$ cat src/rtl/core/inu_pkg.sv
// ----------------------------------------------------------------------------
// inu_pkg
// Shared types and constants of the integer nearest-neighbor upscaler.
// ----------------------------------------------------------------------------
package inu_pkg;

  // register indexes on the configuration port
  localparam logic [1:0] REG_SCALE  = 2'd0;
  localparam logic [1:0] REG_WIDTH  = 2'd1;
  localparam logic [1:0] REG_HEIGHT = 2'd2;

  // input operation codes
  localparam logic OP_PUSH = 1'b0;
  localparam logic OP_PULL = 1'b1;

  localparam logic [6:0] SCALE_LIMIT = 7'd100;
  localparam logic [7:0] PAD_BYTE    = 8'h00;

  // depth of the queue between front and back
  localparam int QUEUE_DEPTH = 4;

  // classified result of one accepted word
  typedef struct packed {
    logic push_accepted;
    logic out_valid;
    logic is_padding;
    logic end_of_row;
    logic end_of_image;
    logic pixel_read;
  } inu_desc_t;

  // queue entry: descriptor plus line store read data
  typedef struct packed {
    inu_desc_t   desc;
    logic [23:0] pixel;
  } inu_item_t;

endpackage

$ cat src/rtl/core/inu_queue.sv
// ----------------------------------------------------------------------------
// inu_queue
// Short queue between front and back, with credit for the word in flight.
// ----------------------------------------------------------------------------
module inu_queue (
  input  logic               clk,
  input  logic               rst,
  input  logic               push,
  input  inu_pkg::inu_item_t push_item,
  input  logic               pop,
  output logic               not_empty,
  output inu_pkg::inu_item_t head,
  output logic               space
);
  import inu_pkg::*;

  localparam int PW = (QUEUE_DEPTH > 1) ? $clog2(QUEUE_DEPTH) : 1;
  localparam int CW = $clog2(QUEUE_DEPTH + 2);

  inu_item_t     entries [QUEUE_DEPTH];
  logic [PW-1:0] wr_ptr, rd_ptr;
  logic [CW-1:0] count;
  logic          do_pop;

  assign not_empty = (count != '0);
  assign head      = entries[rd_ptr];
  assign do_pop    = pop && not_empty;
  // one word may already sit in the front stage
  assign space     = (count + CW'(push)) < CW'(QUEUE_DEPTH);

  // storage
  always_ff @(posedge clk) begin
    if (push) begin
      entries[wr_ptr] <= push_item;
    end
  end

  // pointers and fill count
  always_ff @(posedge clk) begin
    if (rst) begin
      wr_ptr <= '0;
      rd_ptr <= '0;
      count  <= '0;
    end else begin
      if (push) begin
        wr_ptr <= (32'(wr_ptr) == QUEUE_DEPTH - 1) ? '0 : wr_ptr + PW'(1);
      end
      if (do_pop) begin
        rd_ptr <= (32'(rd_ptr) == QUEUE_DEPTH - 1) ? '0 : rd_ptr + PW'(1);
      end
      count <= count + CW'(push) - CW'(do_pop);
    end
  end

endmodule

$ cat config.mk
export PLATFORM = sky130hd
export DESIGN_NAME = inu_queue
export DESIGN_NICKNAME = d
export VERILOG_FILES = /design/src/rtl/core/inu_pkg.sv /design/src/rtl/core/inu_queue.sv
export SDC_FILE = /design/constraint.sdc
export NUM_CORES = 1
export LEC_CHECK = 0
export ABC_AREA = 1
export ABC_CLOCK_PERIOD_IN_PS = 2380
export BUFFER_PORTS_ARGS = -buffer_cell sky130_fd_sc_hd__buf_2
export CORE_ASPECT_RATIO = 0.6
export CORE_UTILIZATION = 25
export CTS_BUF_LIST = sky130_fd_sc_hd__clkbuf_8
export CTS_CLUSTER_DIAMETER = 80
export DETAILED_ROUTE_END_ITERATION = 7
export PLACE_DENSITY = 0.5
export SYNTH_ARGS = -nofsm -noshare
export SYNTH_HDL_FRONTEND = slang
export SYNTH_SLANG_ARGS = --single-unit
$ cat constraint.sdc
create_clock -name clk -period 2.38 [get_ports clk]
set_input_delay 0.476 -clock clk [delete_from_list [all_inputs] [get_ports clk]]
set_output_delay 0.476 -clock clk [all_outputs]
set_load 0.02 [all_outputs]
; Word level (Yosys, flattened, before mapping)
; Memory sizes are Yosys's and may differ from the RTL's. A register that Yosys moved wholly into a read port is not among the register bits.
; Cells that the tools add are included.
[word_totals]
inputBits = 34
reg_bits = 7
memories = 1
word_cells = 19
out_inout_bits = 32
ramBits = 120
[classes]
n_mux = 6
n_addsub = 4
n_lt_le_gt_ge = 1
n_reduce_logical = 2
eq_ne = 2
[memory_table]
columns = memory, depth, width, rd, rd_clocked_by_memory_dff, write_ports, line_no
row1 = entries, 4, 30, 1, 1, 1, inu_queue.sv:20  ; inu_item_t entries [QUEUE_DEPTH];
[op_table]
columns = cell, count
row1 = $mux W2, 4
row2 = $add A2 B1 Y2 const B, 2
row3 = $eq A2 B2 Y1 const B, 2
row4 = $add A3 B1 Y3, 1
row5 = $lt A3 B3 Y1 const B, 1
row6 = $reduce_bool A3 Y1, 1
row7 = $sub A3 B1 Y3, 1
row8 = $mux W1, 2
row9 = $logic_and A1 B1 Y1, 1

; Depth between registers and ports, before layout
[depth]
word_depth = 4
depth_mapped = 7
mapped_depth_nobuf = 7

; Least setup slack after synthesis
; Ideal clock, no wire load.
[synth_path]
kind = in2reg
startpoint = input push
endpoint = memory entries[3][0] (netlist bit) (enable)
path_buffers = 1
slack_ns = 0.711
setup_time_ns = 0.385
required_time_ns = 1.995
arrival_time_ns = 1.284
stages = 3
cell_sequence = buf_2 -> nand2_1 -> inv_1
[synth_between]
elab_chain_len = 2
[synth_lines]
columns = item, line_no
row1 = start: declaration, inu_queue.sv:8  ; input logic push,
row2 = $mux W1, inu_queue.sv:33  ; if (push) begin
row3 = $mux W1 (not written as such), inu_queue.sv:34  ; entries[wr_ptr] <= push_item;
row4 = end: declaration, inu_queue.sv:20
; Every way passes these cells.

==> run_summary.xml <==
<?xml version="1.0" encoding="UTF-8"?>
<metrics>
  <group name="run_status">
    <metric name="outcome" unit="">finished, final reports clean</metric>
  </group>
  <group name="cts">
    <metric name="cts_max_level" unit="">4</metric>
    <metric name="tritoncts" unit="">yes</metric>
    <metric name="worst_skew_pair.late_latency" unit="ns">0.43</metric>
    <metric name="number_of_setup_buffers_added_after_cts" unit="">0</metric>
    <metric name="cts-buffers-inserted" unit="">17</metric>
    <metric name="cts_hold_buf" unit="">0</metric>
    <metric name="clk_transition_reported_paths" unit="ns">0.07</metric>
    <metric name="clockRootBuffer" unit="">sky130_fd_sc_hd__clkbuf_8</metric>
    <metric name="cts.sink_count" unit="">129</metric>
    <metric name="cts_max_path_buffers" unit="">2</metric>
  </group>
  <group name="setup_path">
    <metric name="critical_path.endpoint_type" unit="">output port</metric>
    <metric name="cp_max_fo" unit="">28</metric>
    <metric name="cpMaxStageDelayCell" unit="">sky130_fd_sc_hd__dfxtp_2</metric>
    <metric name="cp.required" unit="ns">1.90</metric>
    <metric name="timing.setup.critical_path_class" unit="">flop to output port</metric>
    <metric name="critical_path.top_delay_family" unit="">buffers and inverters</metric>
    <metric name="start_kind" unit="">flop</metric>
    <metric name="cp.buffers_inverters" unit="">2</metric>
    <metric name="cp.arrival" unit="ns">1.78</metric>
    <metric name="critPathMaxStageDelay" unit="ns">0.38</metric>
    <metric name="critical_path.cell_chain" unit="">buf_4, o21ai_0, o22ai_1, buf_2</metric>
  </group>
  <group name="floorplan">
    <metric name="initial_utilization" unit="">0.258</metric>
    <metric name="row_count" unit="">39</metric>
    <metric name="floorplan.die.height" unit="um">111</metric>
    <metric name="io-pin-count" unit="">66</metric>
    <metric name="die_area" unit="sq mm">0.0204</metric>
    <metric name="die_w" unit="um">184</metric>
    <metric name="floorplan.core_area" unit="sq mm">0.0192</metric>
  </group>
  <group name="layout">
    <metric name="drive_above_1_share" unit="">0.243</metric>
    <metric name="count_of_nets_after_finishing" unit="">475</metric>
    <metric name="syn_to_final_growth" unit="%">20.2</metric>
    <metric name="finalCoreUtilization" unit="">0.310</metric>
    <metric name="finalNonFillerCells" unit="">711</metric>
  </group>
  <group name="global_route">
    <metric name="wire_length_of_the_first_global_routing_pass" unit="um">16900</metric>
    <metric name="grt_start_max_net_pins" unit="">61</metric>
    <metric name="vias_in_the_first_global_route" unit="">3048</metric>
    <metric name="grt_overflow_total" unit="">0</metric>
    <metric name="gr-usage-all-layers" unit="">0.114</metric>
    <metric name="initial_antenna_violation_count" unit="">0</metric>
  </group>
  <group name="timing">
    <metric name="number_of_endpoints_failing_setup_at_the_final_stage" unit="">0</metric>
    <metric name="rsz0062_at_grt" unit="">no</metric>
    <metric name="layout_min_cycle_time" unit="ns">2.26</metric>
    <metric name="fin_tns_setup" unit="ns">0</metric>
    <metric name="fin_skew" unit="ns">0.00838</metric>
    <metric name="timing.final.crit_share" unit="">0.950</metric>
    <metric name="final_critical_path_setup_slack" unit="ns">0.120</metric>
    <metric name="hold_slack_final" unit="ns">0.257</metric>
    <metric name="relSlewSlack" unit="">0.678</metric>
    <metric name="tightestPinTransition" unit="ns">0.483</metric>
    <metric name="final_hold_fails" unit="">0</metric>
    <metric name="drv_slew" unit="">0</metric>
    <metric name="achievable-frequency" unit="MHz">442</metric>
  </group>
  <group name="place">
    <metric name="post-place-ws" unit="ns">0.438</metric>
    <metric name="place.port_buffers" unit="">65</metric>
    <metric name="gp_congestion" unit="">0.711</metric>
    <metric name="place.detailed.instances" unit="">679</metric>
    <metric name="dpl.hpwl" unit="um">6950</metric>
  </group>
  <group name="drt">
    <metric name="first_pass_iters" unit="">4</metric>
    <metric name="dr_total_vias" unit="">3039</metric>
    <metric name="route.detailed.wl_per_inst" unit="um">15.5</metric>
    <metric name="detail_route.iter0.violations" unit="">192</metric>
    <metric name="drc_errors" unit="">0</metric>
    <metric name="ant_nets" unit="">0</metric>
    <metric name="routed_via_density" unit="">4.27</metric>
    <metric name="postRouteWirelength" unit="um">11100</metric>
  </group>
  <group name="logic_synthesis">
    <metric name="post_synth_main_area_contributors" unit="">sky130_fd_sc_hd__edfxtp_1 (73%), sky130_fd_sc_hd__nor2_1 (5.2%), sky130_fd_sc_hd__o21ai_0 (4.9%), sky130_fd_sc_hd__o22ai_1 (3.8%), sky130_fd_sc_hd__dfxtp_1 (3.6%)</metric>
    <metric name="synth.avg_cell_area" unit="sq um">14.0</metric>
    <metric name="ys_warn_count" unit="">0</metric>
    <metric name="synth_top_area_cell" unit="">sky130_fd_sc_hd__edfxtp_1</metric>
    <metric name="synth.lib_cells_used.distinct" unit="">20</metric>
    <metric name="synth-seq-cells" unit="">129</metric>
    <metric name="yosys.area.top_type_share" unit="">0.726</metric>
    <metric name="synthCells" unit="">354</metric>
    <metric name="synth-seq-area-share" unit="">0.762</metric>
    <metric name="synth_area" unit="sq mm">0.00496</metric>
    <metric name="synth_fp_nets" unit="">397</metric>
  </group>
  <group name="pwr">
    <metric name="power.static_leakage" unit="nW">2.13</metric>
    <metric name="vdd_drop_max" unit="mV">0.490</metric>
    <metric name="pwr_density_cell" unit="mW/mm^2">1050</metric>
  </group>
  <group name="min_path">
    <metric name="worstHoldPathType" unit="">primary input to flop</metric>
  </group>
  <group name="run">
    <metric name="max_cap_violation_count" unit="">0</metric>
  </group>
</metrics>
[layout make-up]
class	instances	area, sq um
Clock inverter	14	124
Timing Repair Buffer	79	459
Tap cell	266	333
Fill cell	1965	13300
Antenna cell	1	2.50
Clock buffer	17	234
Multi-Input combinational cell	189	963
Sequential cell	129	3780
Inverter	16	65.1
[final timing paths]
| kind | start | cells after the start | slack [ns] | to |
|---|---|---|---|---|
| worst min-delay path | push_item[8] | 1 | 0.26 | entries[1][8] |
| worst min register to register | rd_ptr[1] | 2 | 0.54 | rd_ptr[1] |
| worst max register to register | wr_ptr[0] | 5 | 0.81 | entries[2][10] |
| worst max-delay path | flop | 4 | 0.12 | head[24] |
[where the power goes]
group          switching [mW]  internal, mW
clock network           0.829         0.898
logic                    1.30         0.579
registers              0.0590          2.63
[layout by cell type (no fill, tap or decap), drive strengths merged, types with 2 or more instances in the layout]
master,n
edfxtp,120
buf,79
nor2,69
o21ai,60
o22ai,30
clkbuf,17
inv,15
nand2,10
ha,9
dfxtp,9
clkinv,9
clkinvlp,4
a21oi,3
nand3,3
bufinv,2
[worst reg2reg max path: cells and delay by family (launching register included)]
| kind | cells | cell delay, ns |
|---|---|---|
| simple gates | 1 | 0.05 |
| buf+inv | 3 | 0.73 |
| fa+ha+maj | 1 | 0.15 |
| flops | 1 | 0.35 |
[cells by family (layout without fill, tap and decap cells)]
| group | Yosys count | count (layout) | synth area share |
|---|---|---|---|
| other | 0 | 1 | 0 |
| buffers and inverters | 36 | 126 | 0.0436 |
| XOR/XNOR | 2 | 2 | 0.00353 |
| AO/OA/AOI/OAI | 94 | 94 | 0.103 |
| adder cells (fa/ha/maj) | 9 | 9 | 0.0227 |
| flip-flops | 129 | 129 | 0.762 |
| AND/OR/NAND/NOR | 84 | 84 | 0.0650 |
[registers in the layout, indices dropped and copies added (netlist names), named ones only]
name     count
rd_ptr       2
count        3
wr_ptr       2
entries    120
[per-layer routing]
| layer | vias up | part of all wire | GRT usage |
|---|---|---|---|
| met5 | - | 0 | 0 |
| met4 | 0 | 0.0083 | 0.0383 |
| met3 | 12 | 0.062 | 0.0407 |
| met2 | 70 | 0.45 | 0.172 |
| met1 | 1507 | 0.48 | 0.149 |
| li1 | 1450 | - | - |
[through the flow]
| stage | power, mW | cell area, sq um |
|---|---|---|
| finish | 6.29 | 5970 |
| global route | 6.65 | 5960 |
| floorplan | 4.02 | 4960 |
| CTS | 6.36 | 5960 |
| detailed placement | 4.64 | 5600 |
| global placement | 4.60 | 5600 |
[cells in the mapped netlist, drive strengths merged]
cell	instances
nor2	69
a21oi	3
inv	16
or2	1
o22ai	30
dfxtp	9
ha	9
nand2	10
xor2	1
nand3	3
nor3	1
a21boi	1
buf	20
xnor2	1
o21ai	60
edfxtp	120
[timing repair]
action / in CTS / in global routing
resized for setup: 0 / 1
endpoints found under the hold margin: 0 / 0
endpoints found under the setup margin: 0 / 1
Note: power is estimated with default switching activity, not from simulation.
