<file path="config.mk">
export PLATFORM = sky130hd
export DESIGN_NAME = inu_front
export DESIGN_NICKNAME = d
export VERILOG_FILES = /design/src/rtl/core/inu_pkg.sv /design/src/rtl/core/inu_front.sv
export SDC_FILE = /design/constraint.sdc
export NUM_CORES = 1
export LEC_CHECK = 0
export BUFFER_PORTS_ARGS = -buffer_cell sky130_fd_sc_hd__buf_2
export CAP_MARGIN = 15
export CORE_MARGIN = 1
export CORE_UTILIZATION = 55
export DETAILED_ROUTE_END_ITERATION = 16
export GPL_TIMING_DRIVEN = 1
export MAX_ROUTING_LAYER = met4
export PLACE_DENSITY_LB_ADDON = 0.12
export REMOVE_ABC_BUFFERS = 1
export SLEW_MARGIN = 20
export SYNTH_ARGS = -nofsm -noshare
export SYNTH_HDL_FRONTEND = slang
export SYNTH_SLANG_ARGS = --single-unit
</file>
<file path="constraint.sdc">
create_clock -name clk -period 8.9 [get_ports clk]
set_clock_uncertainty 0.05 [all_clocks]
set_input_delay 2.67 -clock clk [delete_from_list [all_inputs] [get_ports clk]]
set_output_delay 2.67 -clock clk [all_outputs]
set_load 0.05 [all_outputs]
</file>
<file path="src/rtl/core/inu_pkg.sv">
// ----------------------------------------------------------------------------
// inu_pkg
// Shared types and constants of the integer nearest-neighbor upscaler.
// ----------------------------------------------------------------------------
package inu_pkg;

  // register indexes on the configuration port
  localparam logic [1:0] REG_SCALE  = 2'd0;
  localparam logic [1:0] REG_WIDTH  = 2'd1;
  localparam logic [1:0] REG_HEIGHT = 2'd2;

  // input operation codes
  localparam logic OP_PUSH = 1'b0;
  localparam logic OP_PULL = 1'b1;

  localparam logic [6:0] SCALE_LIMIT = 7'd100;
  localparam logic [7:0] PAD_BYTE    = 8'h00;

  // depth of the queue between front and back
  localparam int QUEUE_DEPTH = 4;

  // classified result of one accepted word
  typedef struct packed {
    logic push_accepted;
    logic out_valid;
    logic is_padding;
    logic end_of_row;
    logic end_of_image;
    logic pixel_read;
  } inu_desc_t;

  // queue entry: descriptor plus line store read data
  typedef struct packed {
    inu_desc_t   desc;
    logic [23:0] pixel;
  } inu_item_t;

endpackage

</file>
<file path="src/rtl/core/inu_front.sv">
// ----------------------------------------------------------------------------
// inu_front
// Accepts push/pull words, keeps the row counters, drives the line store.
// ----------------------------------------------------------------------------
module inu_front #(
  parameter int MAX_WIDTH = 1024,
  parameter int AW        = (MAX_WIDTH > 1) ? $clog2(MAX_WIDTH) : 1
) (
  input  logic                clk,
  input  logic                rst,
  input  logic                cfg_write,
  input  logic [1:0]          cfg_index,
  input  logic [15:0]         cfg_data,
  input  logic                in_valid,
  input  logic                in_ready,
  input  logic                in_op,
  input  logic [23:0]         in_pixel,
  output logic                ram_wr_en,
  output logic [AW-1:0]       ram_wr_addr,
  output logic [23:0]         ram_wr_data,
  output logic                ram_rd_en,
  output logic [AW-1:0]       ram_rd_addr,
  output logic                desc_valid,
  output inu_pkg::inu_desc_t  desc
);
  import inu_pkg::*;

  // configuration registers
  logic [6:0]  scale_factor;
  logic [10:0] source_width;
  logic [15:0] source_height;

  // row state
  logic [10:0] write_column, write_column_next;
  logic        row_ready, row_ready_next;
  logic [10:0] read_column, read_column_next;
  logic [6:0]  horizontal_repeat, horizontal_repeat_next;
  logic [6:0]  vertical_repeat, vertical_repeat_next;
  logic [1:0]  padding_left, padding_left_next;
  logic [15:0] rows_completed, rows_completed_next;
  inu_desc_t   desc_next;

  logic        accept;
  logic [6:0]  eff_scale;
  logic [10:0] eff_width;
  logic [15:0] eff_height;
  logic [10:0] wcol_inc, rcol_inc;
  logic [6:0]  hrep_inc, vrep_inc;
  logic [15:0] rows_inc;
  logic [1:0]  pad_count;
  logic        row_end;

  assign accept = in_valid && in_ready;

  // clamped configuration
  always_comb begin
    if (scale_factor == 7'd0) begin
      eff_scale = 7'd1;
    end else if (scale_factor > SCALE_LIMIT) begin
      eff_scale = SCALE_LIMIT;
    end else begin
      eff_scale = scale_factor;
    end
    if (source_width == 11'd0) begin
      eff_width = 11'd1;
    end else if (32'(source_width) > MAX_WIDTH) begin
      eff_width = 11'(MAX_WIDTH);
    end else begin
      eff_width = source_width;
    end
    eff_height = (source_height == 16'd0) ? 16'd1 : source_height;
  end

  assign wcol_inc  = write_column + 11'd1;
  assign rcol_inc  = read_column + 11'd1;
  assign hrep_inc  = horizontal_repeat + 7'd1;
  assign vrep_inc  = vertical_repeat + 7'd1;
  assign rows_inc  = rows_completed + 16'd1;
  // (w * s) mod 4 from the low bits only
  assign pad_count = 2'(eff_width[1:0] * eff_scale[1:0]);

  // line store access
  assign ram_wr_addr = AW'(write_column);
  assign ram_wr_data = in_pixel;
  assign ram_rd_addr = AW'(read_column);

  // next state and descriptor
  always_comb begin
    write_column_next      = write_column;
    row_ready_next         = row_ready;
    read_column_next       = read_column;
    horizontal_repeat_next = horizontal_repeat;
    vertical_repeat_next   = vertical_repeat;
    padding_left_next      = padding_left;
    rows_completed_next    = rows_completed;
    desc_next              = '0;
    ram_wr_en              = 1'b0;
    ram_rd_en              = 1'b0;
    row_end                = 1'b0;
    if (accept && in_op == OP_PUSH && !row_ready) begin
      ram_wr_en               = (32'(write_column) < MAX_WIDTH);
      desc_next.push_accepted = 1'b1;
      write_column_next       = wcol_inc;
      if (wcol_inc >= eff_width) begin
        write_column_next      = 11'd0;
        row_ready_next         = 1'b1;
        read_column_next       = 11'd0;
        horizontal_repeat_next = 7'd0;
        vertical_repeat_next   = 7'd0;
        padding_left_next      = 2'd0;
      end
    end else if (accept && in_op == OP_PULL && row_ready) begin
      desc_next.out_valid = 1'b1;
      if (padding_left != 2'd0) begin
        // padding byte of the current row
        desc_next.is_padding = 1'b1;
        padding_left_next    = padding_left - 2'd1;
        row_end              = (padding_left == 2'd1);
      end else begin
        // pixel from the line store
        ram_rd_en              = 1'b1;
        desc_next.pixel_read   = (32'(read_column) < MAX_WIDTH);
        horizontal_repeat_next = hrep_inc;
        if (hrep_inc >= eff_scale) begin
          horizontal_repeat_next = 7'd0;
          read_column_next       = rcol_inc;
          if (rcol_inc >= eff_width) begin
            read_column_next  = 11'd0;
            padding_left_next = pad_count;
            row_end           = (pad_count == 2'd0);
          end
        end
      end
      // end of an output row
      if (row_end) begin
        desc_next.end_of_row = 1'b1;
        vertical_repeat_next = vrep_inc;
        if (vrep_inc >= eff_scale) begin
          vertical_repeat_next = 7'd0;
          row_ready_next       = 1'b0;
          rows_completed_next  = rows_inc;
          if (rows_inc == 16'd0 || rows_inc >= eff_height) begin
            rows_completed_next    = 16'd0;
            desc_next.end_of_image = 1'b1;
          end
        end
      end
    end
  end

  // configuration writes
  always_ff @(posedge clk) begin
    if (rst) begin
      scale_factor  <= 7'd1;
      source_width  <= 11'd1;
      source_height <= 16'd1;
    end else if (cfg_write) begin
      case (cfg_index)
        REG_SCALE:  scale_factor  <= cfg_data[6:0];
        REG_WIDTH:  source_width  <= cfg_data[10:0];
        REG_HEIGHT: source_height <= cfg_data;
        default: begin
        end
      endcase
    end
  end

  // state registers
  always_ff @(posedge clk) begin
    if (rst) begin
      write_column      <= 11'd0;
      row_ready         <= 1'b0;
      read_column       <= 11'd0;
      horizontal_repeat <= 7'd0;
      vertical_repeat   <= 7'd0;
      padding_left      <= 2'd0;
      rows_completed    <= 16'd0;
      desc_valid        <= 1'b0;
    end else begin
      write_column      <= write_column_next;
      row_ready         <= row_ready_next;
      read_column       <= read_column_next;
      horizontal_repeat <= horizontal_repeat_next;
      vertical_repeat   <= vertical_repeat_next;
      padding_left      <= padding_left_next;
      rows_completed    <= rows_completed_next;
      desc_valid        <= accept;
    end
  end

  // descriptor lines up with the registered ram read
  always_ff @(posedge clk) begin
    desc <= desc_next;
  end

endmodule

</file>
* Word-level counts from Yosys, hierarchy flattened *
Index checks and enable logic that the tools add are counted.

word-level totals
  input bits = 48
  output and inout port bits = 53
  logic and storage cells = 124
  flip-flop bits (word level) = 96

operators by class
  $mul = 1
  reductions and logical operators = 32
  add/subtract/negate cells = 6
  order comparisons = 9
  eq/ne operators = 5
  multiplexer cells = 49
  bitwise operators = 5

operator list
  cell                                                             count
  11-bit 2-to-1 mux                                                9
  7-bit 2-to-1 mux                                                 11
  16-bit zero test                                                 2
  16-bit 2-to-1 mux                                                2
  11-bit by 1-bit adder with 11-bit output, second input constant  2
  11-bit greater-or-equal comparator                               2
  11-bit less-than comparator, second input constant               2
  1-bit 2-to-1 mux                                                 19
  16-bit by 1-bit adder with 16-bit output, second input constant  1
  16-bit greater-or-equal comparator                               1
  4-bit AND reduction                                              4
  7-bit by 1-bit adder with 7-bit output, second input constant    2
  7-bit greater-or-equal comparator                                2
  2-bit 2-to-1 mux                                                 7
  11-bit greater-than comparator, second input constant            1
  11-bit zero test                                                 1
  2-bit nonzero test                                               5
  7-bit greater-than comparator, second input constant             1
  7-bit zero test                                                  1
  2-bit AND reduction                                              3
  3-bit AND reduction                                              2
  3-bit nonzero test                                               2
  1-bit logical AND                                                5
  5-bit 2-to-1 mux                                                 1
  other kinds (13)                                                 19

* Logic depth before layout (Yosys ltp) *
  word-level depth = 13
  gate-level depth with buffers = 16
  mapped depth without buffers = 14

* Least setup slack after synthesis *
No wires, ideal clock.

  path type = input to output
  start = input in_valid
  end = output ram_wr_en
  stages on the path = 4
  slack = 2.242 ns
  arrival = 3.938 ns
  cell sequence = nand2_1 or3_1 clkbuf_1 nor2_1

on the way
  longest elaborated chain between the ends = 4

ends and longest elaborated chain
  item                             RTL line          source
  start, declared                  inu_front.sv:14   input logic in_valid,
  1-bit logical AND                inu_front.sv:53   assign accept = in_valid && in_ready;
  1-bit logical AND (2 in series)  inu_front.sv:100  if (accept && in_op == OP_PUSH && !row_ready) begin
  1-bit 2-to-1 mux                 inu_front.sv:100
  end, declared                    inu_front.sv:18   output logic ram_wr_en,

Every way passes these cells.

* Worst setup path in the final report *
  start = input in_op
  end = output ram_rd_en

on the way
  longest elaborated chain between the ends = 4
  elaborated cells on any way between the ends = 7
  those cells by class = mux (2); bitwise (1); reduce/logical (4)

ends and longest elaborated chain
  item                                                   RTL line                            source
  start, declared                                        inu_front.sv:16                     input logic in_op,
  1-bit logical AND or 1-bit NOT (tied branches)         inu_front.sv:112, inu_front.sv:100
  1-bit logical AND (on tied branches)                   inu_front.sv:112, inu_front.sv:100
  1-bit 2-to-1 mux or 1-bit logical AND (tied branches)  inu_front.sv:112, inu_front.sv:100
  1-bit 2-to-1 mux *                                     inu_front.sv:100
  end, declared                                          inu_front.sv:21                     output logic ram_rd_en,

Every way passes the cells marked *; elsewhere a longest branch is shown, timed or not.

==> results.py <==
metrics = {
    "placement": {
        "place.gp.congestion": 0.855,
        "numPortBuffers": 52,
        "pre_cts_ws_ps": 2190,
        "hpwl_mm": 10.6,
        "place_area_sq_um": 6170,
    },
    "synthesis": {
        "yosysTopAreaCell": "dfxtp_1",
        "yosys-top-cells-area": "dfxtp_1 31%, ha_1 12%, buf_4 5.6%",
        "yosysUniqueCellTypes": 63,
        "yosysWarnings": 0,
        "synth_commonest_cells": "96 x dfxtp_1, 92 x nand2_1, 64 x nor2_1",
        "syn_area_sq_um": 6170,
        "synth-seq-cells": 96,
        "syn_avg_cell_area_sq_um": 8.19,
        "ys_async_sr_fraction_pct": 0,
        "synth.most_common_cell": "dfxtp_1",
        "ys_seq_area_share_pct": 31.2,
        "synth_top_area_share_pct": 31.2,
        "synth_edf_count": 0,
        "synthFlopType": "dfxtp_1",
        "netlist_instances": 753,
    },
    "die": {
        "core-area_sq_um": 10900,
        "die_x_microns": 108,
        "die_area_sq_um": 11600,
        "io_pins": 101,
        "die_h_microns": 108,
        "start_util_pct": 56.7,
        "std_cell_rows": 38,
    },
    "final_layout": {
        "postLayoutCellArea_sq_um": 6410,
        "area_growth_syn_to_layout_pct": 3.96,
        "drive_gt1_share_pct": 12.2,
        "nNetsFinal": 852,
        "antenna_cells": 0,
    },
    "cts": {
        "cts_buffers": 9,
        "clock_path_buffers": 2,
        "cts_root_buf": "clkbuf_8",
        "cts.clk_slew.worst_paths_ps": 100,
        "worstSkewPairLatency_ps": 380,
        "htree_levels": 3,
        "cts_hold_buf": 0,
        "clock_sinks": 96,
        "cts_tree": "done",
        "postCtsSetupRepairBufs": 0,
        "cts_resized": 0,
    },
    "critical_path": {
        "worstPathRequired_ps": 6180,
        "cp_max_fo": 7,
        "rrSetupSlack_ps": 4980,
        "arrival_ps": 4010,
        "r2r_end": "rows_completed[2]",
        "cp-endpoint": "ram_rd_en",
        "r2r_start": "rows_completed[0]",
        "end_kind": "output pin",
        "rr_worst_depth": 14,
        "crit_type": "primary input to output pin",
        "crit_start": "in_op",
        "start_kind": "primary input",
    },
    "power": {
        "ir_drop_mv": 0.0842,
        "p_per_area_nw_per_um2": 137,
        "p_leak_nw": 2.73,
    },
    "run": {
        "maxCapViolCount": 0,
    },
    "global_routing": {
        "grt_pass1_vias": 4722,
        "grt_pass1_wl_mm": 23.1,
        "grt_overflow": 0,
        "grt_max_degree": 64,
        "grt_usage_pct": 26.2,
        "grt_antenna_before_repair": 0,
    },
    "timing": {
        "rsz0062_at_grt": "no",
        "max_freq_mhz": 149,
        "setup_violations": 0,
        "period_share_pct": 75.6,
        "fin_crit_ps": 6730,
        "slew_headroom_pct": 50.7,
        "hold_viol": 0,
        "worst_pin_slew_ps": 732,
        "drv_slew": 0,
        "finalSetupTns_ps": 0,
        "finalWorstSetupSlack_ps": 2170,
    },
    "drt": {
        "drt_iter0_drc": 232,
        "ant_nets": 0,
        "drc": 0,
        "finalWirelength_mm": 14.2,
        "vias": 5159,
        "first_pass_iters": 5,
        "vias_per_cell": 5.78,
        "wl_per_cell_microns": 16.0,
    },
    "outcome": {
        "status": "finished clean",
    },
    "hold_path": {
        "worstHoldStart": "source_height[0]",
        "min_path_type": "register to register",
    },
}
how the worst min path moves through the flow:
| stage | endpoint | cells after the start | slack, ps |
|---|---|---|---|
| after global placement | source_height[0] | 2 | 410 |
| after global routing | source_height[10] | 2 | 450 |
| final | source_height[0] | 2 | 430 |
| after floorplan | desc[0] | 1 | 380 |
| after detailed placement | source_height[0] | 2 | 420 |
| after CTS | source_height[11] | 2 | 430 |
report_power, final:
part	leakage, nW	total, mW	switching (mW)	internal [mW]
Combinational	1.83	0.0982	0.0646	0.0336
Clock	0.120	0.340	0.165	0.176
Sequential	0.776	0.441	0.00564	0.436
Total	2.73	0.880	0.235	0.645
flip-flops by register name (all words and copies together) (netlist names):
| signal | count |
|---|---|
| desc_valid | 1 |
| row_ready | 1 |
| padding_left | 2 |
| write_column | 11 |
| horizontal_repeat | 7 |
| source_width | 11 |
| read_column | 11 |
| desc | 6 |
| vertical_repeat | 7 |
| rows_completed | 16 |
| scale_factor | 7 |
| source_height | 16 |
kinds of logic after synthesis:
group / count (synthesis) / share of synthesized area (%)
XOR/XNOR: 41 / 5.94
buffers and inverters: 104 / 9.39
adder cells (fa/ha/maj): 57 / 11.6
flip-flops: 96 / 31.2
AND/OR/NAND/NOR: 288 / 23.1
multiplexers: 21 / 3.45
AO/OA/AOI/OAI: 146 / 15.4
worst max-delay path, stage by stage:
cell and delay, ps:
buf_2 80, nand4_1 240, or3_1 530, inv_1 190, buf_2 290
final cells by class:
cell class | instances | area, sq um
clock buffers | 11 | 151
clock inverters | 5 | 86.3
fillers | 1022 | 4480
inverters | 30 | 113
multi-input cells | 553 | 3670
flip-flops and latches | 96 | 1920
well taps | 140 | 175
repair buffers | 57 | 298
stage by stage:
stage	std cells	utilization, %	power [mW]	hold WS, ps
global placement	876	56.7	0.546	408
global route	892	58.9	0.915	445
floorplan	679	-	0.512	376
finish	892	58.9	0.880	426
detailed placement	876	56.7	0.549	415
CTS	892	58.9	0.887	430
per-layer routing:
metal	share of wire, %	up-vias	global-route usage, %
met1	47	2404	34.0
met3	5.4	16	6.11
met4	1.9	0	10.2
met2	45	130	39.6
met5	0	-	-
li1	-	2609	-
placed cells by master, fill, tap and decap left out, drive strengths merged, types with 12 or more instances in the layout:
| cell type | synthesis | routed |
|---|---|---|
| buf | 52 | 57 |
| xnor2 | 19 | 19 |
| nor2 | 64 | 64 |
| dfxtp | 96 | 96 |
| xor2 | 22 | 22 |
| mux2i | 19 | 19 |
| nor3 | 20 | 20 |
| nand3 | 32 | 32 |
| o21ai | 33 | 33 |
| a32o | 12 | 12 |
| a21oi | 52 | 52 |
| inv | 28 | 29 |
| ha | 57 | 57 |
| nand2b | 16 | 16 |
| nand2 | 93 | 93 |
| and3 | 12 | 12 |
(Power assumes the default switching activity.)
