$ cat config.mk
export PLATFORM = sky130hd
export DESIGN_NAME = inu_back
export DESIGN_NICKNAME = d
export VERILOG_FILES = /design/src/rtl/core/inu_pkg.sv /design/src/rtl/core/inu_back.sv
export SDC_FILE = /design/constraint.sdc
export NUM_CORES = 1
export LEC_CHECK = 0
export BUFFER_PORTS_ARGS = -buffer_cell sky130_fd_sc_hd__buf_2
export CORE_UTILIZATION = 45
export CTS_CLUSTER_DIAMETER = 40
export CTS_CLUSTER_SIZE = 25
export DETAILED_ROUTE_END_ITERATION = 7
export HOLD_SLACK_MARGIN = 0.12
export PLACE_DENSITY = 0.83
export REMOVE_ABC_BUFFERS = 1
export SLEW_MARGIN = 40
export SYNTH_ARGS = -nofsm -noshare
export SYNTH_HDL_FRONTEND = slang
export SYNTH_SLANG_ARGS = --single-unit
$ cat constraint.sdc
create_clock -name clk -period 2.8 [get_ports clk]
set_clock_uncertainty 0.1 [all_clocks]
set_input_delay 0.14 -clock clk [delete_from_list [all_inputs] [get_ports clk]]
set_output_delay 0.14 -clock clk [all_outputs]
set_load 0.05 [all_outputs]
$ cat src/rtl/core/inu_pkg.sv
// ----------------------------------------------------------------------------
// inu_pkg
// Shared types and constants of the integer nearest-neighbor upscaler.
// ----------------------------------------------------------------------------
package inu_pkg;

  // register indexes on the configuration port
  localparam logic [1:0] REG_SCALE  = 2'd0;
  localparam logic [1:0] REG_WIDTH  = 2'd1;
  localparam logic [1:0] REG_HEIGHT = 2'd2;

  // input operation codes
  localparam logic OP_PUSH = 1'b0;
  localparam logic OP_PULL = 1'b1;

  localparam logic [6:0] SCALE_LIMIT = 7'd100;
  localparam logic [7:0] PAD_BYTE    = 8'h00;

  // depth of the queue between front and back
  localparam int QUEUE_DEPTH = 4;

  // classified result of one accepted word
  typedef struct packed {
    logic push_accepted;
    logic out_valid;
    logic is_padding;
    logic end_of_row;
    logic end_of_image;
    logic pixel_read;
  } inu_desc_t;

  // queue entry: descriptor plus line store read data
  typedef struct packed {
    inu_desc_t   desc;
    logic [23:0] pixel;
  } inu_item_t;

endpackage

$ cat src/rtl/core/inu_back.sv
// ----------------------------------------------------------------------------
// inu_back
// Formats queued results and holds them in the output register.
// ----------------------------------------------------------------------------
module inu_back (
  input  logic               clk,
  input  logic               rst,
  input  logic               q_not_empty,
  input  inu_pkg::inu_item_t q_head,
  output logic               q_pop,
  output logic               out_tvalid,
  input  logic               out_tready,
  output logic [23:0]        out_tdata,
  output logic [3:0]         out_tuser,
  output logic               out_tlast
);
  import inu_pkg::*;

  logic [23:0] pixel;

  // pixel fields are zero unless read from the line store
  assign pixel = q_head.desc.pixel_read ? q_head.pixel : {3{PAD_BYTE}};
  assign q_pop = q_not_empty && (!out_tvalid || out_tready);

  // output valid
  always_ff @(posedge clk) begin
    if (rst) begin
      out_tvalid <= 1'b0;
    end else if (q_pop) begin
      out_tvalid <= 1'b1;
    end else if (out_tready) begin
      out_tvalid <= 1'b0;
    end
  end

  // output payload
  always_ff @(posedge clk) begin
    if (q_pop) begin
      out_tdata <= pixel;
      out_tuser <= {q_head.desc.end_of_image, q_head.desc.is_padding,
                    q_head.desc.out_valid, q_head.desc.push_accepted};
      out_tlast <= q_head.desc.end_of_row;
    end
  end

endmodule

; Word level (Yosys, flattened, before mapping)
; Cells that the tools add are included.
[totals]
output_inout_bits = 31
register_bits = 30
in_bits = 34
[op_classes]
reduce_logical = 4
n_mux = 2
[op_table]
columns = cell, n
row1 = $mux 1, 2
row2 = $reduce_bool 2->1, 1
row3 = $logic_and 1x1->1, 1
row4 = $logic_not 1->1, 1
row5 = $logic_or 1x1->1, 1

; Depth between registers and ports, before layout
; Gate-level depths: netlist of the first run.
[depth]
word_depth = 4
ltp_mapped = 2

; Worst setup path after synthesis of the first run
; Ideal clock, no wire load.
[synth_timing]
kind = register -> register
from = register out_tvalid
to = register out_tdata[0] (enable)
path_stages_with_launch = 3
t_arrival_ns = 1.690
path_buffers = 0
t_required_ns = 2.295
path_slack_ns = 0.604
cell_sequence = dfxtp_1 nand2b_1 and2_1
[synth_via]
elab_chain_cells = 3
[synth_lines]
columns = item, line_no
row1 = start: declaration, inu_back.sv:11  ; output logic out_tvalid,
row2 = start signal: assignment, inu_back.sv:28  ; out_tvalid <= 1'b0;
row3 = start signal: assignment, inu_back.sv:30  ; out_tvalid <= 1'b1;
row4 = start signal: assignment, inu_back.sv:32  ; out_tvalid <= 1'b0;
row5 = $logic_not 1->1, inu_back.sv:23  ; assign q_pop = q_not_empty && (!out_tvalid || out_tready);
row6 = $logic_or 1x1->1, inu_back.sv:23
row7 = $logic_and 1x1->1, inu_back.sv:23
row8 = via q_pop, inu_back.sv:10  ; output logic q_pop,
row9 = end signal: assignment, inu_back.sv:39  ; out_tdata <= pixel;
row10 = end: declaration, inu_back.sv:13  ; output logic [23:0] out_tdata,
; The timed path passes the listed nets, and every way through them passes these cells.
; A chain may end at the register's enable or synchronous reset.

; Worst setup path after layout of the first run
[layout_timing]
from = register out_tvalid
to = output port q_pop
[layout_via]
elab_chain_cells = 3
[layout_lines]
columns = item, line_no
row1 = $logic_not 1->1, inu_back.sv:23
row2 = $logic_or 1x1->1, inu_back.sv:23
row3 = $logic_and 1x1->1, inu_back.sv:23
row4 = end: declaration, inu_back.sv:10
; Every way passes these cells.

==> impl_results.md, run 1 <==
* Startpoint types: flop
* DRT Wirelength at about 2.6 mm
* Hold slack at around 0.25 ns
* Synthesized flop and latch total at 30
* Initial DRC Count at 16
* Yosys top cell by area: edfxtp_1
* Top-area cell type share of the netlist area at 0.786
* Critical Path AT at about 1.6 ns
* Die Ht at around 52 um
* Synthesized area at ~0.0011 sq mm
* Actual slew at the worst max-slew pin at 0.558 ns
* Via count at 879
* Final Slew Violations at 0
* Number of port buffers at 64
* NetSw at between 200 and 300 uW
* Critical Path Max Stage Delay at around 0.49 ns
* CTS H-tree depth at 2
* Starting Density at 0.487
* TNS Setup at 0 ns
* Tightest Hold Check Type: in2reg
* Lkg Pwr at about 0.00082 uW
* Switch share at 0.274
* Clk pwr share at 0.306
* Num rows at 17
* Die area at about 0.0027 sq mm
* Post-CTS Setup Bufs at 0
* Cell area after placement at approximately 0.0014 sq mm
* Worst Path Buf+Inv at 1
* Max Buffers Root-to-Sink at 2
* Internal power at around 790 uW
* Clock Latency Late Sink at approximately 0.32 ns
* Max stage delay cell, worst path: and2_1
* # DRC at 0
* Largest net degree at the start of global routing at 25
* Finished Cell Area at approximately 0.0018 sq mm
* Via density at 4.63
* CP Class: reg2out
* DRT Pass-1 Iters at 4
* Sequential cell area fraction in the yosys report at 0.805
* Fin crit share at 0.660
* Period minus WS final at 1.85 ns
* GP Congestion at roughly 0.63
* Post-CTS sizing at 0
* Synth warn at 0
* Worst Path Max Fanout at 13
* Nets at around 200
* Max-cap viol count at 0
* Post-Place Worst Slack at ~1.2 ns
* PD cells at between 500 and 600 mW/mm^2
* Area grow syn2layout at 65.8%
* Total gr overflow at 0
* N_diodes at 0
* Comb pwr share at 0.203
* R2R setup slack at ~1.1 ns
* Count of endpoints failing setup in the final report at 0
* CORE AREA at 0.00228 sq mm
* CP required at ~2.6 ns
* Top delay family on crit path: simple AND/OR/NAND/NOR gates
* Vias in the first global route at between 800 and 900
* # IOs at 65
* Crit-path cells: nand2b_1 -> and2_1 -> buf_2
* Number of routed nets with antenna violations at 0
* First-pass GRT wire length at 3.83 mm
* Flop pwr share at 0.491
* Largest cells by area after synthesis: edfxtp_1 (79%), and2_2 (12%), and2_1 (4.0%)
* Synth Instances at 60
* Final Hold Fails at 0
* Initial antenna violation count at 0
* Max Clock Freq at 541 MHz
* Wire per inst at about 14 um
* Layout cells sized above 1 at 0.562
* Total GRT Usage at 0.216
* Outcome: complete, no violations
* Syn avg cell area at between 15 and 20 sq um
* Fill count at 124
* Crit. End Element: output pin
* Clock transition at path regs at ~0.090 ns
* Utilization after layout at 0.806
* VDD IR max at approximately 0.5 mV
* Slew headroom at 0.628
* CTS root buffer: clkbuf_4
* RSZ-0062 raised after global routing: false
* CTS tree: done
* CTS sink count at 30
* Cell variety after synth at 8
* Num CTS Buffers at 5
* Final Worst Setup Slack at ~0.95 ns
* Die width at 51.6 um
==> final timing paths <==
check | from | endpoint | cells after the start
max | out_tvalid | q_pop | 3
min | q_head[24] | out_tdata[7] | 2
max reg2reg | out_tvalid | out_tdata[16] | 3
min reg2reg | out_tvalid | out_tdata[11] | 2
==> cell usage in the layout, fill, tap and decap left out <==
cell,netlist,final
a21oi_1,1,1
nand2b_1,1,1
clkinv_2,0,2
bufinv_16,0,1
inv_1,1,1
and2_2,18,18
buf_2,0,64
and2_1,7,7
buf_4,0,1
dfxtp_1,1,1
clkbuf_4,0,5
edfxtp_1,29,29
dlygate4sd3_1,0,31
==> cell type report <==
class                           count  area, sq um  area share
Clock buffer                        5         37.5      0.0204
Clock inverter                      3         40.0      0.0218
Inverter                            1         3.75     0.00204
Multi-Input combinational cell     27          190       0.104
Sequential cell                    30          891       0.485
Tap cell                           28         35.0      0.0191
Timing Repair Buffer               96          638       0.348
==> cells in the mapped netlist <==
master,instances
edfxtp_1,29
and2_2,18
and2_1,7
buf_6,2
a21oi_1,1
dfxtp_1,1
inv_1,1
nand2b_1,1
==> worst reg2reg max path, cell delays in order, from the launching register on <==
cell	delay, ns
dfxtp_1	0.32
nand2b_1	0.09
and2_1	0.49
buf_4	0.36
==> through the flow <==
step,total power (uW),std cells
final,1080,190
after floorplan,670,58
after global placement,720,151
after global routing,1120,190
after CTS,1080,190
after detailed placement,725,151
==> kinds of logic after synthesis <==
family,share of synthesized area
buf+inv,0.0237
simple gates,0.167
flops,0.805
compound gates,0.00452
==> flip-flops by register name, summed over array words and instances, names as in the netlist <==
register / flops
out_tuser: 4
out_tlast: 1
out_tvalid: 1
out_tdata: 24
==> power by group through the flow <==
stage	clock network, uW	registers (uW)	logic (uW)
4_1_cts	335	532	216
2_1_floorplan	0	643	26.8
3_5_place_dp	0	542	183
3_3_place_gp	0	541	180
5_1_grt	358	535	229
6_report	331	532	219
==> repair_timing <==
| action | in CTS | in global routing |
|---|---|---|
| hold buffers | 31 | 0 |
| hold endpoints to repair | 30 | 0 |
| endpoints found under the setup margin | 0 | 0 |
==> layer usage <==
layer / part of all wire / up-vias / GRT usage
li1: - / 412 / -
met1: 0.37 / 411 / 0.234
met2: 0.52 / 49 / 0.379
met3: 0.089 / 7 / 0.0643
met4: 0.019 / 0 / 0.108
met5: 0 / - / 0
(Power assumes the default switching activity.)
==> inputs of run 2 (changes only) <==
Settings changed: ABC_AREA set to 1, CORE_UTILIZATION 45 to 38, PLACE_DENSITY 0.83 to 0.75.
Clock period 2.8 ns to 1.6 ns, I/O delays scaled along.
==> run 2 against run 1 <==
  * Clock-buffer cell count rose by 2
  * Utilization fell by 14 points
  * Critical path depth did not move
  * Sequential power rose by 75%
  * Sequential cell count did not move
  * Clock power rose by 37%
  * First-iteration DRC count rose to 2.8 times the previous value
  * Synthesized cell count rose by 42%
  * Hold slack got worse by 0.066 ns
  * Via count rose by 8.1%
  * Design area rose by 0.68%
  * Critical path type unchanged
  * Largest cell class unchanged
==> impl_results.md, run 2 <==
* Most frequent cell after synthesis: edfxtp_1
* Startpoint types: flop
* Sequential cell area fraction in the yosys report at 0.799
* Crit. End Element: output pin
* CP Class: reg2out
* Via density at 4.36
* Final Slew Violations at 0
* Total GRT Usage at 0.185
* Nets at 220
* Num rows at 19
* Largest registers: out_tdata: 24 flops, out_tuser: 4 flops
* Lkg Pwr at 0.000986 uW
* GP Congestion at between 0.6 and 0.7
* Yosys top cell by area: edfxtp_1
* VDD IR max at 0.740 mV
* CP required at 1.42 ns
* Max stage delay cell, worst path: dfxtp_1
* Via count at 950
* Period minus WS final at around 1.5 ns
* Num CTS Buffers at 5
* Count of endpoints failing setup in the final report at 0
* Crit-path cells: a21oi_2 -> buf_12 -> clkbuf_4
* Syn avg cell area at roughly 13 sq um
* Final HPWL DP at between 1 and 1.5 mm
* Fill count at between 150 and 200
* Met1 Use GR at 0.174
* Die Ht at roughly 56 um
* Commonest non-fill, non-tap cell in the layout: buf_2
* Top-area cell type share of the netlist area at 0.781
* Largest net degree at the start of global routing at 31
* Die width at about 56 um
* Max Buffers Root-to-Sink at 2
* Worst setup endpoint: q_pop
* Max Clock Freq at 666 MHz
* Synth Flop Type: edfxtp_1
* Critical Path AT at roughly 1.3 ns
* Largest cells by area after synthesis: edfxtp_1 (78%), inv_1 (8.8%), nand2_1 (8.4%)
* # IOs at 65
* Post-CTS Setup Bufs at 0
* Synthesized flop and latch total at 30
* Outcome: complete, no violations
* RSZ-0062 raised after global routing: false
* Initial DRC Count at 45
* GR Layer Usage met2 at 0.340
* Total gr overflow at 0
* Area grow syn2layout at 65.8%
* Worst path depth at 3
* Worst Setup SP: out_tvalid
* CTS root buffer: clkbuf_4
* R2R setup slack at ~0.35 ns
* Worst Path Buf+Inv at 2
* Post-Synth Simple-Gate Area at 0.0842
* CTS tree: done
* Wire per inst at 12.4 um
* Max reg flops at 24
* Largest family of logic cells by synthesized area: buffers and inverters
* Critical Path Max Stage Delay at roughly 0.34 ns
* Final Hold Fails at 0
* Vias in the first global route at between 900 and 1,000
* Layout cells sized above 1 at 0.390
* Hold depth at 3
* Commonest non-fill, non-tap cells in the layout: buf_2 (63), dlygate4sd3_1 (31), edfxtp_1 (29)
* Synth Instances at between 80 and 90
* PD cells at slightly below 1000 mW/mm^2
* Hold slack at between 0.15 and 0.2 ns
* CTS sink count at 30
* # DRC at 0
* First-pass GRT wire length at about 4.1 mm
* Clock Latency Late Sink at a little over 0.3 ns
* Ys async rst share at 0
* Routing usage on met3 at 0.0512
* Worst r2r src: out_tvalid
* Post-synth EDFFs at 29
* Post-Synth Adder-Cell Area at 0
* Die area at 0.00315 sq mm
* CORE AREA at 0.00276 sq mm
* Max-cap viol count at 0
* Cell variety after synth at 6
* Overall power at between 1500 and 2000 uW
* DRT Pass-1 Iters at 5
* Synth Area in XOR/XNOR at 0
* Post-synthesis mux area share at 0
* Worst-case reg-to-reg path depth at 3
* DRT Wirelength at 2.71 mm
* Reg-to-Reg End: out_tvalid
* N_diodes at 0
* Tightest Hold Check Type: in2reg
* GRT busiest layer: met2
* Clock transition at path regs at 0.09 ns
* Actual slew at the worst max-slew pin at roughly 0.40 ns
* Top delay family on crit path: buffers and inverters
* Initial antenna violation count at 0
* Synthesized area at roughly 0.0011 sq mm
* Post-synthesis compound-gate area fraction at 0.00898
* Post-synth top cells: edfxtp_1 (29), inv_1 (26), nand2_1 (25)
* CTS H-tree depth at 2
* Fin crit share at 0.939
* Number of port buffers at 64
* Biggest register: out_tdata
* Number of routed nets with antenna violations at 0
* Slew headroom at 0.733
* Synth warn at 0
* Worst Path Max Fanout at 30
* Starting Density at 0.404
==> run 2: cell count changes in the layout (fill, tap and decap cells not counted), sizes merged <==
cell / previous run / this run
and2: 25 / 0
clkbuf: 5 / 8
bufinv: 1 / 0
clkinv: 2 / 1
nand2b: 1 / 0
inv: 1 / 26
buf: 65 / 64
a21oi: 1 / 2
nand2: 0 / 25
==> run 2: area by class of cell <==
cell class                      count  area, sq um  share of cell area
Sequential cell                    30          891               0.482
Timing Repair Buffer               96          653               0.353
Inverter                           26         97.6              0.0528
Clock inverter                      1         5.00             0.00271
Clock buffer                        7         55.1              0.0298
Tap cell                           31         38.8              0.0210
Multi-Input combinational cell     27          108              0.0582
==> run 2: worst min-delay path, cell delays in order <==
cell and delay [ns]:
buf_2 0.23, nand2_1 0.10, inv_1 0.03
==> run 2: per-layer routing <==
metal | up-vias | share of wire
li1 | 461 | -
met1 | 425 | 0.35
met2 | 54 | 0.53
met3 | 10 | 0.082
met4 | 0 | 0.035
met5 | - | 0
==> run 2: timing repair <==
action,4_1_cts,5_1_grt
resized for setup,0,1
hold buffers,31,0
endpoints found under the hold margin,30,0
setup endpoints to repair,0,1
==> run 2: power by group <==
group          internal (uW)  switching [uW]
combinational            129             261
clock                    213             242
sequential               919            14.2
total                   1260             518
==> run 2: per-stage QoR <==
step | TNS (ns) | worst slack [ns] | utilization | std cells | cell area (sq um)
2_1_floorplan | -49.95 | -1.68 | - | 83 | 1090
3_3_place_gp | 0 | 0.432 | 0.535 | 179 | 1480
3_5_place_dp | 0 | 0.411 | 0.535 | 179 | 1480
4_1_cts | 0 | 0.0448 | 0.669 | 218 | 1850
5_1_grt | 0 | 0.0243 | 0.670 | 218 | 1850
6_report | 0 | 0.0975 | 0.670 | 218 | 1850
==> run 2: worst min-delay path by stage <==
stage,startpoint,end,slack [ns]
2_1_floorplan,rst,out_tvalid,0.05
3_3_place_gp,rst,out_tvalid,0.13
3_5_place_dp,rst,out_tvalid,0.14
4_1_cts,q_head[24],out_tdata[2],0.18
5_1_grt,q_head[24],out_tdata[22],0.20
6_report,q_head[24],out_tdata[5],0.19
==> run 2: cell families after synthesis <==
kind of cell           count (synthesis)
flip-flops                            30
buffers and inverters                 28
AND/OR/NAND/NOR                       25
AO/OA/AOI/OAI                          2
